==> src/iirdf1_pkg.sv <==
// ----------------------------------------------------------------------------
// iirdf1_pkg: shared types and constants for the direct-form-I IIR filter
// Coefficient ROM (signed Q3.28), datapath widths and the MAC control word.
// ----------------------------------------------------------------------------
package iirdf1_pkg;

   localparam int COEF_W      = 32;
   localparam int DATA_W      = 32;
   localparam int PROD_W      = COEF_W + DATA_W;
   localparam int ACC_W       = 80;
   localparam int OUT_W       = 32;
   localparam int FRAC_SHIFT  = 28;
   localparam int ALIGN_SHIFT = 16;
   localparam int ROM_AW      = 4;

   typedef logic signed [COEF_W-1:0] coef_type;
   typedef logic signed [DATA_W-1:0] data_type;
   typedef logic signed [OUT_W-1:0]  out_type;

   localparam out_type OUT_MAX = {1'b0, {(OUT_W-1){1'b1}}};
   localparam out_type OUT_MIN = {1'b1, {(OUT_W-1){1'b0}}};

   typedef struct packed {
      logic issue;
      logic align;
      logic negate;
   } mac_ctl_type;

   function automatic coef_type num_coef(input logic [ROM_AW-1:0] idx);
      coef_type c;
      case (idx)
         4'd0:    c = 32'sd515684;
         4'd1:    c = -32'sd4247275;
         4'd2:    c = 32'sd16570974;
         4'd3:    c = -32'sd40038177;
         4'd4:    c = 32'sd66118166;
         4'd5:    c = -32'sd77835927;
         4'd6:    c = 32'sd66118166;
         4'd7:    c = -32'sd40038177;
         4'd8:    c = 32'sd16570974;
         4'd9:    c = -32'sd4247275;
         4'd10:   c = 32'sd515684;
         default: c = '0;
      endcase
      return c;
   endfunction

   function automatic coef_type den_coef(input logic [ROM_AW-1:0] idx);
      coef_type c;
      case (idx)
         4'd0:    c = 32'sd268435456;
         4'd1:    c = -32'sd491984816;
         4'd2:    c = -32'sd328794742;
         4'd3:    c = 32'sd758641667;
         4'd4:    c = 32'sd438243630;
         4'd5:    c = -32'sd667453458;
         4'd6:    c = -32'sd331163932;
         4'd7:    c = 32'sd284034643;
         4'd8:    c = 32'sd146767433;
         4'd9:    c = -32'sd49644867;
         4'd10:   c = -32'sd27078198;
         default: c = '0;
      endcase
      return c;
   endfunction

endpackage

==> src/iirdf1_mac.sv <==
// ----------------------------------------------------------------------------
// iirdf1_mac: shared multiply-accumulate unit
// Registered 32x32 product, wide accumulator, round to nearest and saturate.
// ----------------------------------------------------------------------------
module iirdf1_mac (
   input  logic                    clock,
   input  logic                    reset,
   input  logic                    clear,
   input  iirdf1_pkg::mac_ctl_type ctl,
   input  iirdf1_pkg::coef_type    coef,
   input  iirdf1_pkg::data_type    data,
   output iirdf1_pkg::out_type     result
);

   localparam logic signed [iirdf1_pkg::ACC_W-1:0] HALF_LSB =
      iirdf1_pkg::ACC_W'(1) << (iirdf1_pkg::FRAC_SHIFT - 1);

   logic signed [iirdf1_pkg::PROD_W-1:0] prod_ff;
   logic signed [iirdf1_pkg::PROD_W-1:0] prod_in;
   iirdf1_pkg::mac_ctl_type              ctl_ff;
   logic signed [iirdf1_pkg::ACC_W-1:0]  acc_ff;
   logic signed [iirdf1_pkg::ACC_W-1:0]  acc_in;
   logic signed [iirdf1_pkg::ACC_W-1:0]  term;
   logic signed [iirdf1_pkg::ACC_W-1:0]  rnd;
   logic signed [iirdf1_pkg::ACC_W-1:0]  quo;
   logic [iirdf1_pkg::ACC_W-iirdf1_pkg::OUT_W:0] upper;
   logic                                 fits;

   assign prod_in = coef * data;

   always_comb begin
      term = iirdf1_pkg::ACC_W'(prod_ff);
      if (ctl_ff.align) begin
         term = term <<< iirdf1_pkg::ALIGN_SHIFT;
      end
      acc_in = acc_ff;
      if (clear) begin
         acc_in = '0;
      end else if (ctl_ff.issue) begin
         acc_in = ctl_ff.negate ? (acc_ff - term) : (acc_ff + term);
      end
   end

   always_ff @(posedge clock) begin
      if (reset) begin
         ctl_ff <= '0;
      end else begin
         ctl_ff <= ctl;
      end
      prod_ff <= prod_in;
      acc_ff  <= acc_in;
   end

   // round half up, then clamp to the 32-bit range
   always_comb begin
      rnd   = acc_ff + HALF_LSB;
      quo   = rnd >>> iirdf1_pkg::FRAC_SHIFT;
      upper = quo[iirdf1_pkg::ACC_W-1:iirdf1_pkg::OUT_W-1];
      fits  = (&upper) | ~(|upper);
      if (fits) begin
         result = quo[iirdf1_pkg::OUT_W-1:0];
      end else if (quo[iirdf1_pkg::ACC_W-1]) begin
         result = iirdf1_pkg::OUT_MIN;
      end else begin
         result = iirdf1_pkg::OUT_MAX;
      end
   end

endmodule

==> src/iir_direct_form1_order10.sv <==
// Each accepted sample runs 2*TAPS-1 products (21 for the default 11 taps) through one
// shared 32x32 multiplier at one product per cycle; a drain step then empties the product
// register and a finish step rounds, saturates and loads the output register, after which
// the block returns to idle, where req_stall is low and the next sample can be accepted.
// req_stall is high while a sample is in progress; a finished result waits in the output
// register and the next sample is taken while it does. The round step holds while an
// earlier result is still stalled.
// ----------------------------------------------------------------------------
// iir_direct_form1_order10: direct-form-I IIR filter, sequential shared MAC
// Keeps input and output histories in shift registers and walks the taps.
// ----------------------------------------------------------------------------
module iir_direct_form1_order10 #(
   parameter int TAPS         = 11,
   parameter int SAMPLE_WIDTH = 16
) (
   input  logic                          clock,
   input  logic                          reset,
   input  logic                          req_valid,
   output logic                          req_stall,
   input  logic signed [SAMPLE_WIDTH-1:0] req_sample,
   output logic                          rsp_valid,
   input  logic                          rsp_stall,
   output logic signed [31:0]            rsp_filtered
);

   localparam int DEPTH = TAPS - 1;
   localparam int TAP_W = $clog2(TAPS);
   localparam logic [TAP_W-1:0] LAST_TAP = TAP_W'(TAPS - 1);

   localparam logic [1:0] ST_IDLE   = 2'd0;
   localparam logic [1:0] ST_MUL    = 2'd1;
   localparam logic [1:0] ST_DRAIN  = 2'd2;
   localparam logic [1:0] ST_FINISH = 2'd3;

   logic [1:0]                     state_ff;
   logic [TAP_W-1:0]               tap_ff;
   logic                           phase_ff;
   logic signed [SAMPLE_WIDTH-1:0] x_ff;
   logic signed [SAMPLE_WIDTH-1:0] xh_ff [DEPTH];
   iirdf1_pkg::out_type            yh_ff [DEPTH];
   logic                           rsp_valid_ff;
   iirdf1_pkg::out_type            rsp_filtered_ff;

   logic                           req_accept;
   logic                           finish_go;
   logic                           rotate;
   logic signed [SAMPLE_WIDTH-1:0] x_sel;
   logic [iirdf1_pkg::ROM_AW-1:0]  coef_idx;
   iirdf1_pkg::mac_ctl_type        mac_ctl;
   iirdf1_pkg::coef_type           mac_coef;
   iirdf1_pkg::data_type           mac_data;
   iirdf1_pkg::out_type            mac_result;

   assign req_stall    = (state_ff != ST_IDLE);
   assign req_accept   = req_valid & ~req_stall;
   assign finish_go    = (state_ff == ST_FINISH) & (~rsp_valid_ff | ~rsp_stall);
   assign rotate       = (state_ff == ST_MUL) & phase_ff;
   assign rsp_valid    = rsp_valid_ff;
   assign rsp_filtered = rsp_filtered_ff;

   always_comb begin
      coef_idx       = iirdf1_pkg::ROM_AW'(tap_ff);
      mac_ctl.issue  = (state_ff == ST_MUL);
      mac_ctl.align  = ~phase_ff;
      mac_ctl.negate = phase_ff;
      mac_coef = phase_ff ? iirdf1_pkg::den_coef(coef_idx) : iirdf1_pkg::num_coef(coef_idx);
      x_sel    = (tap_ff == '0) ? x_ff : xh_ff[0];
      if (phase_ff) begin
         mac_data = yh_ff[0];
      end else begin
         mac_data = {{(iirdf1_pkg::DATA_W-SAMPLE_WIDTH){x_sel[SAMPLE_WIDTH-1]}}, x_sel};
      end
   end

   iirdf1_mac u_mac (
      .clock  (clock),
      .reset  (reset),
      .clear  (req_accept),
      .ctl    (mac_ctl),
      .coef   (mac_coef),
      .data   (mac_data),
      .result (mac_result)
   );

   always_ff @(posedge clock) begin
      if (reset) begin
         state_ff <= ST_IDLE;
         tap_ff   <= '0;
         phase_ff <= 1'b0;
      end else begin
         case (state_ff)
            ST_IDLE: begin
               if (req_accept) begin
                  state_ff <= ST_MUL;
                  tap_ff   <= '0;
                  phase_ff <= 1'b0;
               end
            end
            ST_MUL: begin
               if (tap_ff == '0) begin
                  tap_ff <= tap_ff + TAP_W'(1);
               end else if (!phase_ff) begin
                  phase_ff <= 1'b1;
               end else begin
                  phase_ff <= 1'b0;
                  if (tap_ff == LAST_TAP) begin
                     state_ff <= ST_DRAIN;
                  end else begin
                     tap_ff <= tap_ff + TAP_W'(1);
                  end
               end
            end
            ST_DRAIN: begin
               state_ff <= ST_FINISH;
            end
            ST_FINISH: begin
               if (finish_go) begin
                  state_ff <= ST_IDLE;
               end
            end
            default: begin
               state_ff <= ST_IDLE;
            end
         endcase
      end
   end

   always_ff @(posedge clock) begin
      if (req_accept) begin
         x_ff <= req_sample;
      end
   end

   // rotate the histories once per tap after tap 0, shift in the new pair at the end
   always_ff @(posedge clock) begin
      if (reset) begin
         for (int i = 0; i < DEPTH; i++) begin
            xh_ff[i] <= '0;
            yh_ff[i] <= '0;
         end
      end else if (rotate) begin
         for (int i = 0; i < DEPTH - 1; i++) begin
            xh_ff[i] <= xh_ff[i+1];
            yh_ff[i] <= yh_ff[i+1];
         end
         xh_ff[DEPTH-1] <= xh_ff[0];
         yh_ff[DEPTH-1] <= yh_ff[0];
      end else if (finish_go) begin
         for (int i = DEPTH - 1; i > 0; i--) begin
            xh_ff[i] <= xh_ff[i-1];
            yh_ff[i] <= yh_ff[i-1];
         end
         xh_ff[0] <= x_ff;
         yh_ff[0] <= mac_result;
      end
   end

   always_ff @(posedge clock) begin
      if (reset) begin
         rsp_valid_ff <= 1'b0;
      end else if (finish_go) begin
         rsp_valid_ff <= 1'b1;
      end else if (!rsp_stall) begin
         rsp_valid_ff <= 1'b0;
      end
      if (finish_go) begin
         rsp_filtered_ff <= mac_result;
      end
   end

`ifndef SYNTH
   a_accept_starts: assert property (@(posedge clock) disable iff (reset)
      req_accept |=> (state_ff == ST_MUL) && (tap_ff == '0) && !phase_ff)
      else $error("accepted transaction did not start the tap walk");

   a_result_from_finish: assert property (@(posedge clock) disable iff (reset)
      $rose(rsp_valid_ff) |-> $past(state_ff) == ST_FINISH)
      else $error("result appeared outside the finish step");

   a_tap_range: assert property (@(posedge clock) disable iff (reset)
      tap_ff <= LAST_TAP)
      else $error("tap counter past the last tap");

   a_hold_on_stall: assert property (@(posedge clock) disable iff (reset)
      (state_ff == ST_FINISH) && rsp_valid_ff && rsp_stall |=> state_ff == ST_FINISH)
      else $error("finish step overwrote a pending result");
`endif

endmodule

==> config.mk <==
export PLATFORM = sky130hd
export DESIGN_NAME = iir_direct_form1_order10
export DESIGN_NICKNAME = d
export VERILOG_FILES = /design/src/iirdf1_pkg.sv /design/src/iirdf1_mac.sv /design/src/iir_direct_form1_order10.sv
export SDC_FILE = /design/constraint.sdc
export NUM_CORES = 2
export LEC_CHECK = 0
export BUFFER_PORTS_ARGS = -buffer_cell sky130_fd_sc_hd__buf_2
export CAP_MARGIN = 20
export CELL_PAD_IN_SITES_DETAIL_PLACEMENT = 1
export CELL_PAD_IN_SITES_GLOBAL_PLACEMENT = 1
export CORE_UTILIZATION = 47
export CTS_CLUSTER_SIZE = 8
export DETAILED_ROUTE_END_ITERATION = 8
export PLACE_DENSITY = 0.81
export SETUP_SLACK_MARGIN = 0.5
export SYNTH_ARGS = -nofsm -noshare
export SYNTH_HDL_FRONTEND = slang
export SYNTH_SLANG_ARGS = --single-unit
export TNS_END_PERCENT = 30
==> constraint.sdc <==
create_clock -name clock -period 15.3 [get_ports clock]
set_input_delay 0.765 -clock clock [delete_from_list [all_inputs] [get_ports clock]]
set_output_delay 0.765 -clock clock [all_outputs]
set_load 0.02 [all_outputs]
== After elaboration in Yosys (flattened, before gate mapping) ==
Memories as Yosys holds them, arrays and structs flattened. A register that Yosys moved wholly into a read port is not among the register bits.
Cells that the tools add are included.

* Flip-flop bits (word level): 203
* Memory bits (writable): 480
* Memory bits (read-only): 1024
* Input bits: 20
* Logic and storage cells: 168
* Memories: 4

* $add $sub $neg: 4
* $mul: 1
* Equal/unequal tests: 12
* Mux-type cells: 77
* Bitwise logic cells: 50
* Reductions and logical operators: 9

{| class="wikitable"
|+ Memories
! memory !! depth !! width !! rd ports !! clocked after memory_dff !! wr ports !! RTL line !! text
|-
| (no name shown) || 16 || 32 || 1 || 1 || 0 || iirdf1_pkg.sv:50 || <nowiki>case (idx)</nowiki>
|-
| (no name shown) || 16 || 32 || 1 || 1 || 0 || iirdf1_pkg.sv:31 || <nowiki>case (idx)</nowiki>
|-
| yh_ff || 10 || 32 || 10 || 0 || 10 || iir_direct_form1_order10.sv:40 || <nowiki>iirdf1_pkg::out_type yh_ff [DEPTH];</nowiki>
|-
| xh_ff || 10 || 16 || 10 || 0 || 10 || iir_direct_form1_order10.sv:39 || <nowiki>logic signed [SAMPLE_WIDTH-1:0] xh_ff [DEPTH];</nowiki>
|}

{| class="wikitable"
|+ Operator list
! kind !! number
|-
| 32-bit 2-to-1 mux || 24
|-
| 16-bit 2-to-1 mux || 21
|-
| 80-bit by 29-bit adder with 80-bit output, second input constant || 1
|-
| 80-bit adder || 1
|-
| 80-bit 2-to-1 mux || 1
|-
| 80-bit subtractor || 1
|-
| 79-bit 2-to-1 mux || 1
|-
| 32-bit by 32-bit multiplier with 64-bit output || 1
|-
| 1-bit bitwise OR || 42
|-
| 4-bit 2-to-1 mux || 8
|-
| 21-bit AND reduction || 1
|-
| 21-bit OR reduction || 1
|-
| 1-bit 2-to-1 mux || 14
|-
| 2-bit 2-to-1 mux || 5
|-
| 2-bit != test, second input constant || 5
|-
| 2-bit one-hot mux with 4 select lines || 1
|-
| 4-bit one-hot mux with 2 select lines || 1
|-
| 3-bit != test, second input constant || 2
|-
| 1-bit inverter || 5
|-
| 5-bit AND reduction || 1
|-
| 4-bit by 1-bit adder with 4-bit output, second input constant || 1
|-
| 2-bit == test, second input constant || 2
|-
| 4-bit == test, second input constant || 1
|-
| 4-bit logical NOT || 1
|-
| 8 further kinds || 11
|}

== Logic depth before layout (Yosys ltp) ==
* Depth in word-level cells: 8
* Mapped depth: 37
* Mapped depth without buffers: 33

== Hierarchy ==
From an unflattened synthesis, not the netlist that was laid out.

* Cells, all modules: 7121
* Area total of the unflattened synthesis: 72909.9 µm²

{| class="wikitable"
|+ Modules (own cells, without submodules)
! module !! times used !! cells each !! area an instance (µm²)
|-
| iirdf1_mac || 1 || 5616 || 49208.4
|-
| iir_direct_form1_order10 || 1 || 1505 || 23701.5
|}

== Worst setup path before layout ==
Ideal clock, no wire load.

* Kind: input to register
* Start point: input port rsp_stall
* End point: memory xh_ff[0][0], enable pin
* Setup time: 0.876 ns
* Arrival time: 12.097 ns
* Required time: 14.424 ns
* Setup slack: 2.327 ns
* Stages on the path: 3
* Buffers on the path: 0
* Path through: nand2_1 > and2_1 > nand2b_1

{| class="wikitable"
|+ RTL lines
! what !! RTL line !! text
|-
| start, declared || iir_direct_form1_order10.sv:22 || <nowiki>input logic rsp_stall,</nowiki>
|-
| end, declared || iir_direct_form1_order10.sv:39 ||
|}

== Worst setup path after layout ==
* Start point: register phase_ff
* End point: register u_mac.prod_ff[61] (netlist bit)

* Cells in the longest elaborated chain, start to end: 2
* Elaborated cells between the ends (all ways): 3
* Classes of those cells: mul (1); mux (2)

{| class="wikitable"
|+ Ends and longest elaborated chain
! what !! RTL line !! text
|-
| start, declared || iir_direct_form1_order10.sv:37 || <nowiki>logic phase_ff;</nowiki>
|-
| start signal, assigned || iir_direct_form1_order10.sv:89 || <nowiki>phase_ff <= 1'b0;</nowiki>
|-
| start signal, assigned || iir_direct_form1_order10.sv:96 || <nowiki>phase_ff <= 1'b0;</nowiki>
|-
| start signal, assigned || iir_direct_form1_order10.sv:103 || <nowiki>phase_ff <= 1'b1;</nowiki>
|-
| 32-bit 2-to-1 mux, on equally long branches || iir_direct_form1_order10.sv:66, iir_direct_form1_order10.sv:68 ||
|-
| 32-bit by 32-bit multiplier with 64-bit output (*) || iirdf1_mac.sv:29 || <nowiki>assign prod_in = coef * data;</nowiki>
|-
| net u_mac.prod_in (one bit) || iirdf1_mac.sv:19 || <nowiki>logic signed [iirdf1_pkg::PROD_W-1:0] prod_in;</nowiki>
|-
| end signal, assigned || iirdf1_mac.sv:50 || <nowiki>prod_ff <= prod_in;</nowiki>
|-
| end, declared || iirdf1_mac.sv:18 || <nowiki>logic signed [iirdf1_pkg::PROD_W-1:0] prod_ff;</nowiki>
|}

The timed path passes the listed nets; every way through them passes the cells marked *.
A chain may end at the register's enable or synchronous reset.

==> run_results.csv <==
group,metric,value,unit
floorplan,die_y,393,um
synth,ys_dominant_reg_cell,"edfxtp_1",
worst_setup_path,startpoint,"phase_ff$_SDFFE_PP0P_",
synth,ys.warnings.count,0,
synth,synth_most_common_cell,"fa_1",
timing,fin_skew,0.0891,ns
placement,gp_congestion,0.956,
route,drt-total-wl,249000,um
placement,place_area,74200,sq um
cts,ctsResizeCount,0,
synth,syn_inst,7200,
synth,ys_top_cells_by_area,"fa_1 (30%), edfxtp_1 (22%), dfxtp_1 (5.8%)",
hold_path,hp-class,"in -> reg",
synth,synth_cell_types,94,
cts,hold_buffers,0,
cells_and_area,num-nets-final,8419,
route,ant_nets,0,
floorplan,core_area,152000,sq um
global_route,grt_pass1_vias,60900,
timing,hold_violations,0,
worst_setup_path,startpoint_type,"flop",
cells_and_area,multi_input_area,46900,sq um
timing,setup-tns-final,0,ns
cells_and_area,drive_gt1_share,5.50,%
synth,ys_ff_latch,735,
cts,cts_tree,"yes",
hold_path,min_from,"req_sample[12]",
synth,synth_edf_count,528,
cts,cts_setup_buffers,0,
worst_setup_path,worstPathRequired,15.89,ns
timing,final.period_utilization,72.4,%
global_route,grt_pass1_wl,375000,um
synth,synth_top_area_share,29.5,%
cts,cts_max_path_buffers,3,
cts,clkTransAtPathRegs,0.06,ns
floorplan,start_util,47.4,%
route,drt_iter0_markers,4939,
timing,slew_viol_final,0,
timing,rsz0062_at_grt,"false",
global_route,antenna_found_initial,7,
synth,synth-seq-area-share,27.8,%
placement,port_buffers,53,
outcome,status,"finished, final reports clean",
timing,fin_crit,11.08,ns
timing,fmax,90.2,MHz
cts,root_buffer,"clkbuf_16",
worst_setup_path,slowest_delay,1.15,ns
global_route,grtUsageTotal,32.4,%
route,first_pass_iters,5,
route,route.detailed.drc,0,
timing,setup_viol,0,
cts,clock-sinks,735,
worst_setup_path,critical_path.top_delay_family,"adder cells",
cts,insertion_delay,0.75,ns
cts,numCtsBuffers,104,
synth,avgSynthCellArea,9.99,sq um
route,routedWlPerCell,27.3,um
floorplan,row_count,143,
global_route,grt_overflow_total,0,
worst_setup_path,setup.worst_path.class,"reg -> reg",
route,viasPerCell,6.14,
timing,tightest_slew,1.19,ns
cells_and_area,layoutNonFillerInstCount,9141,
cells_and_area,fin_area,77300,sq um
cells_and_area,syn_to_final_growth,7.45,%
placement,hpwl,185000,um
route,vias,56100,
cells_and_area,fillers,16700,
floorplan,die_w,393,um
worst_setup_path,endpoint_kind,"flop",
synth,synth_top_cell_by_area,"fa_1",
floorplan,dieArea,155000,sq um
placement,dp.cells,8978,
worst_setup_path,cp_slowest_cell,"fa_1",
synth,netlist_top_cells_count,"fa_1 (1,061), inv_1 (980), nor2_1 (772), nand2_1 (744), edfxtp_1 (528)",
worst_setup_path,cp.arrival,11.67,ns
synth,synth_fp_nets,8561,
floorplan,io_pins,54,
synth,synth_area,72000,sq um
cts,cts_max_level,3,
timing,slew-limit-headroom,20.0,%
flow_run,cap_violations,0,
synth,async_reset_ff_share,0,%
worst_setup_path,crit_top_cell,"fa_1",
global_route,grt_max_degree,222,
worst_setup_path,r2r-start,"phase_ff$_SDFFE_PP0P_",
worst_setup_path,critPathMaxFanout,66,
cells_and_area,regArea,20000,sq um
worst_setup_path,critPathBufInv,4,
worst_setup_path,path_cells,"buf_4, nand2_1, nand2_1, nand2_1, inv_1, fa_1, fa_1, fa_1, inv_1, fa_1, inv_1, fa_1, fa_1, fa_1, fa_1, ha_1, a21oi_1, o21ai_0, a221oi_1, o21ai_0, a41oi_1, o21ai_1, a2111oi_0, a211oi_1",
-- cells by family (layout without fill, tap and decap cells) --
| family | after synthesis | after routing | share of synthesized area [%] |
|---|---|---|---|
| compound gates | 1374 | 1374 | 13.6 |
| xor+xnor | 239 | 239 | 2.94 |
| fa+ha+maj | 1341 | 1341 | 34.4 |
| buf+inv | 1391 | 1297 | 7.38 |
| flops | 735 | 735 | 27.8 |
| mux | 127 | 127 | 1.85 |
| other cells | 0 | 5 | 0 |
| simple gates | 1993 | 1993 | 12.0 |
-- registers in the layout, indices dropped and copies added, names as in the netlist, named ones only --
signal	cells
rsp_valid	1
phase_ff	1
yh_ff	320
state_ff	2
coef_idx	4
xh_ff	160
u_mac.acc_ff	80
rsp_filtered	32
x_ff	16
u_mac.ctl_ff	3
u_mac.prod_ff	64
-- cell usage in the layout, fill, tap and decap left out, drive strengths merged, types with 47 or more instances in the layout --
master	netlist	routed
mux2i	106	106
inv	980	980
o211ai	61	61
buf	58	158
nor3	80	80
dfxtp	207	207
o21a	47	47
a21o	83	83
nand4	50	50
a22o	449	449
xor2	121	121
edfxtp	528	528
ha	280	280
nand3	79	79
clkbuf	348	144
nor2	772	772
a21oi	286	286
xnor2	118	118
nand2	744	744
o21ai	213	213
fa	1061	1061
-- metal layers --
layer | up-vias | track usage, % | wire length, um | part of all wire (%)
li1 | 23600 | - | - | -
met1 | 29200 | 39.7 | 95100 | 38
met2 | 2446 | 52.7 | 118000 | 47
met3 | 838 | 6.47 | 19100 | 7.7
met4 | 4 | 19.8 | 17200 | 6.9
met5 | - | 0 | 29 | 0.012
-- path summary, 6_finish.rpt --
path / end / slack [ns] / cells after the start
max: u_mac.prod_ff[61]$_DFF_P_ / 4.22 / 24
min: x_ff[12]$_DFFE_PP_ / 0.22 / 1
max reg2reg: u_mac.prod_ff[61]$_DFF_P_ / 4.22 / 24
min reg2reg: u_mac.acc_ff[0]$_SDFFE_PP0P_ / 0.49 / 2
-- final cells by class --
cell class	instances	area share [%]
repair buffers	158	1.51
flip-flops and latches	735	25.9
clock inverters	10	0.264
diodes	5	0.0162
inverters	985	4.78
clock buffers	144	3.65
well taps	2030	3.29
multi-input cells	5074	60.6
-- stage by stage --
step                      utilization (%)  setup slack [ns]  hold slack, ns
after detailed placement             48.8              4.46           0.486
after floorplan                         -              2.33           0.456
after global placement               48.8              4.90           0.466
after global routing                 50.9              3.78           0.210
after CTS                            50.8              4.47           0.181
final                                50.9              4.22           0.225
Power is not shown: default switching activity piles up to over one toggle a cycle in this logic, so the estimate is an artifact.
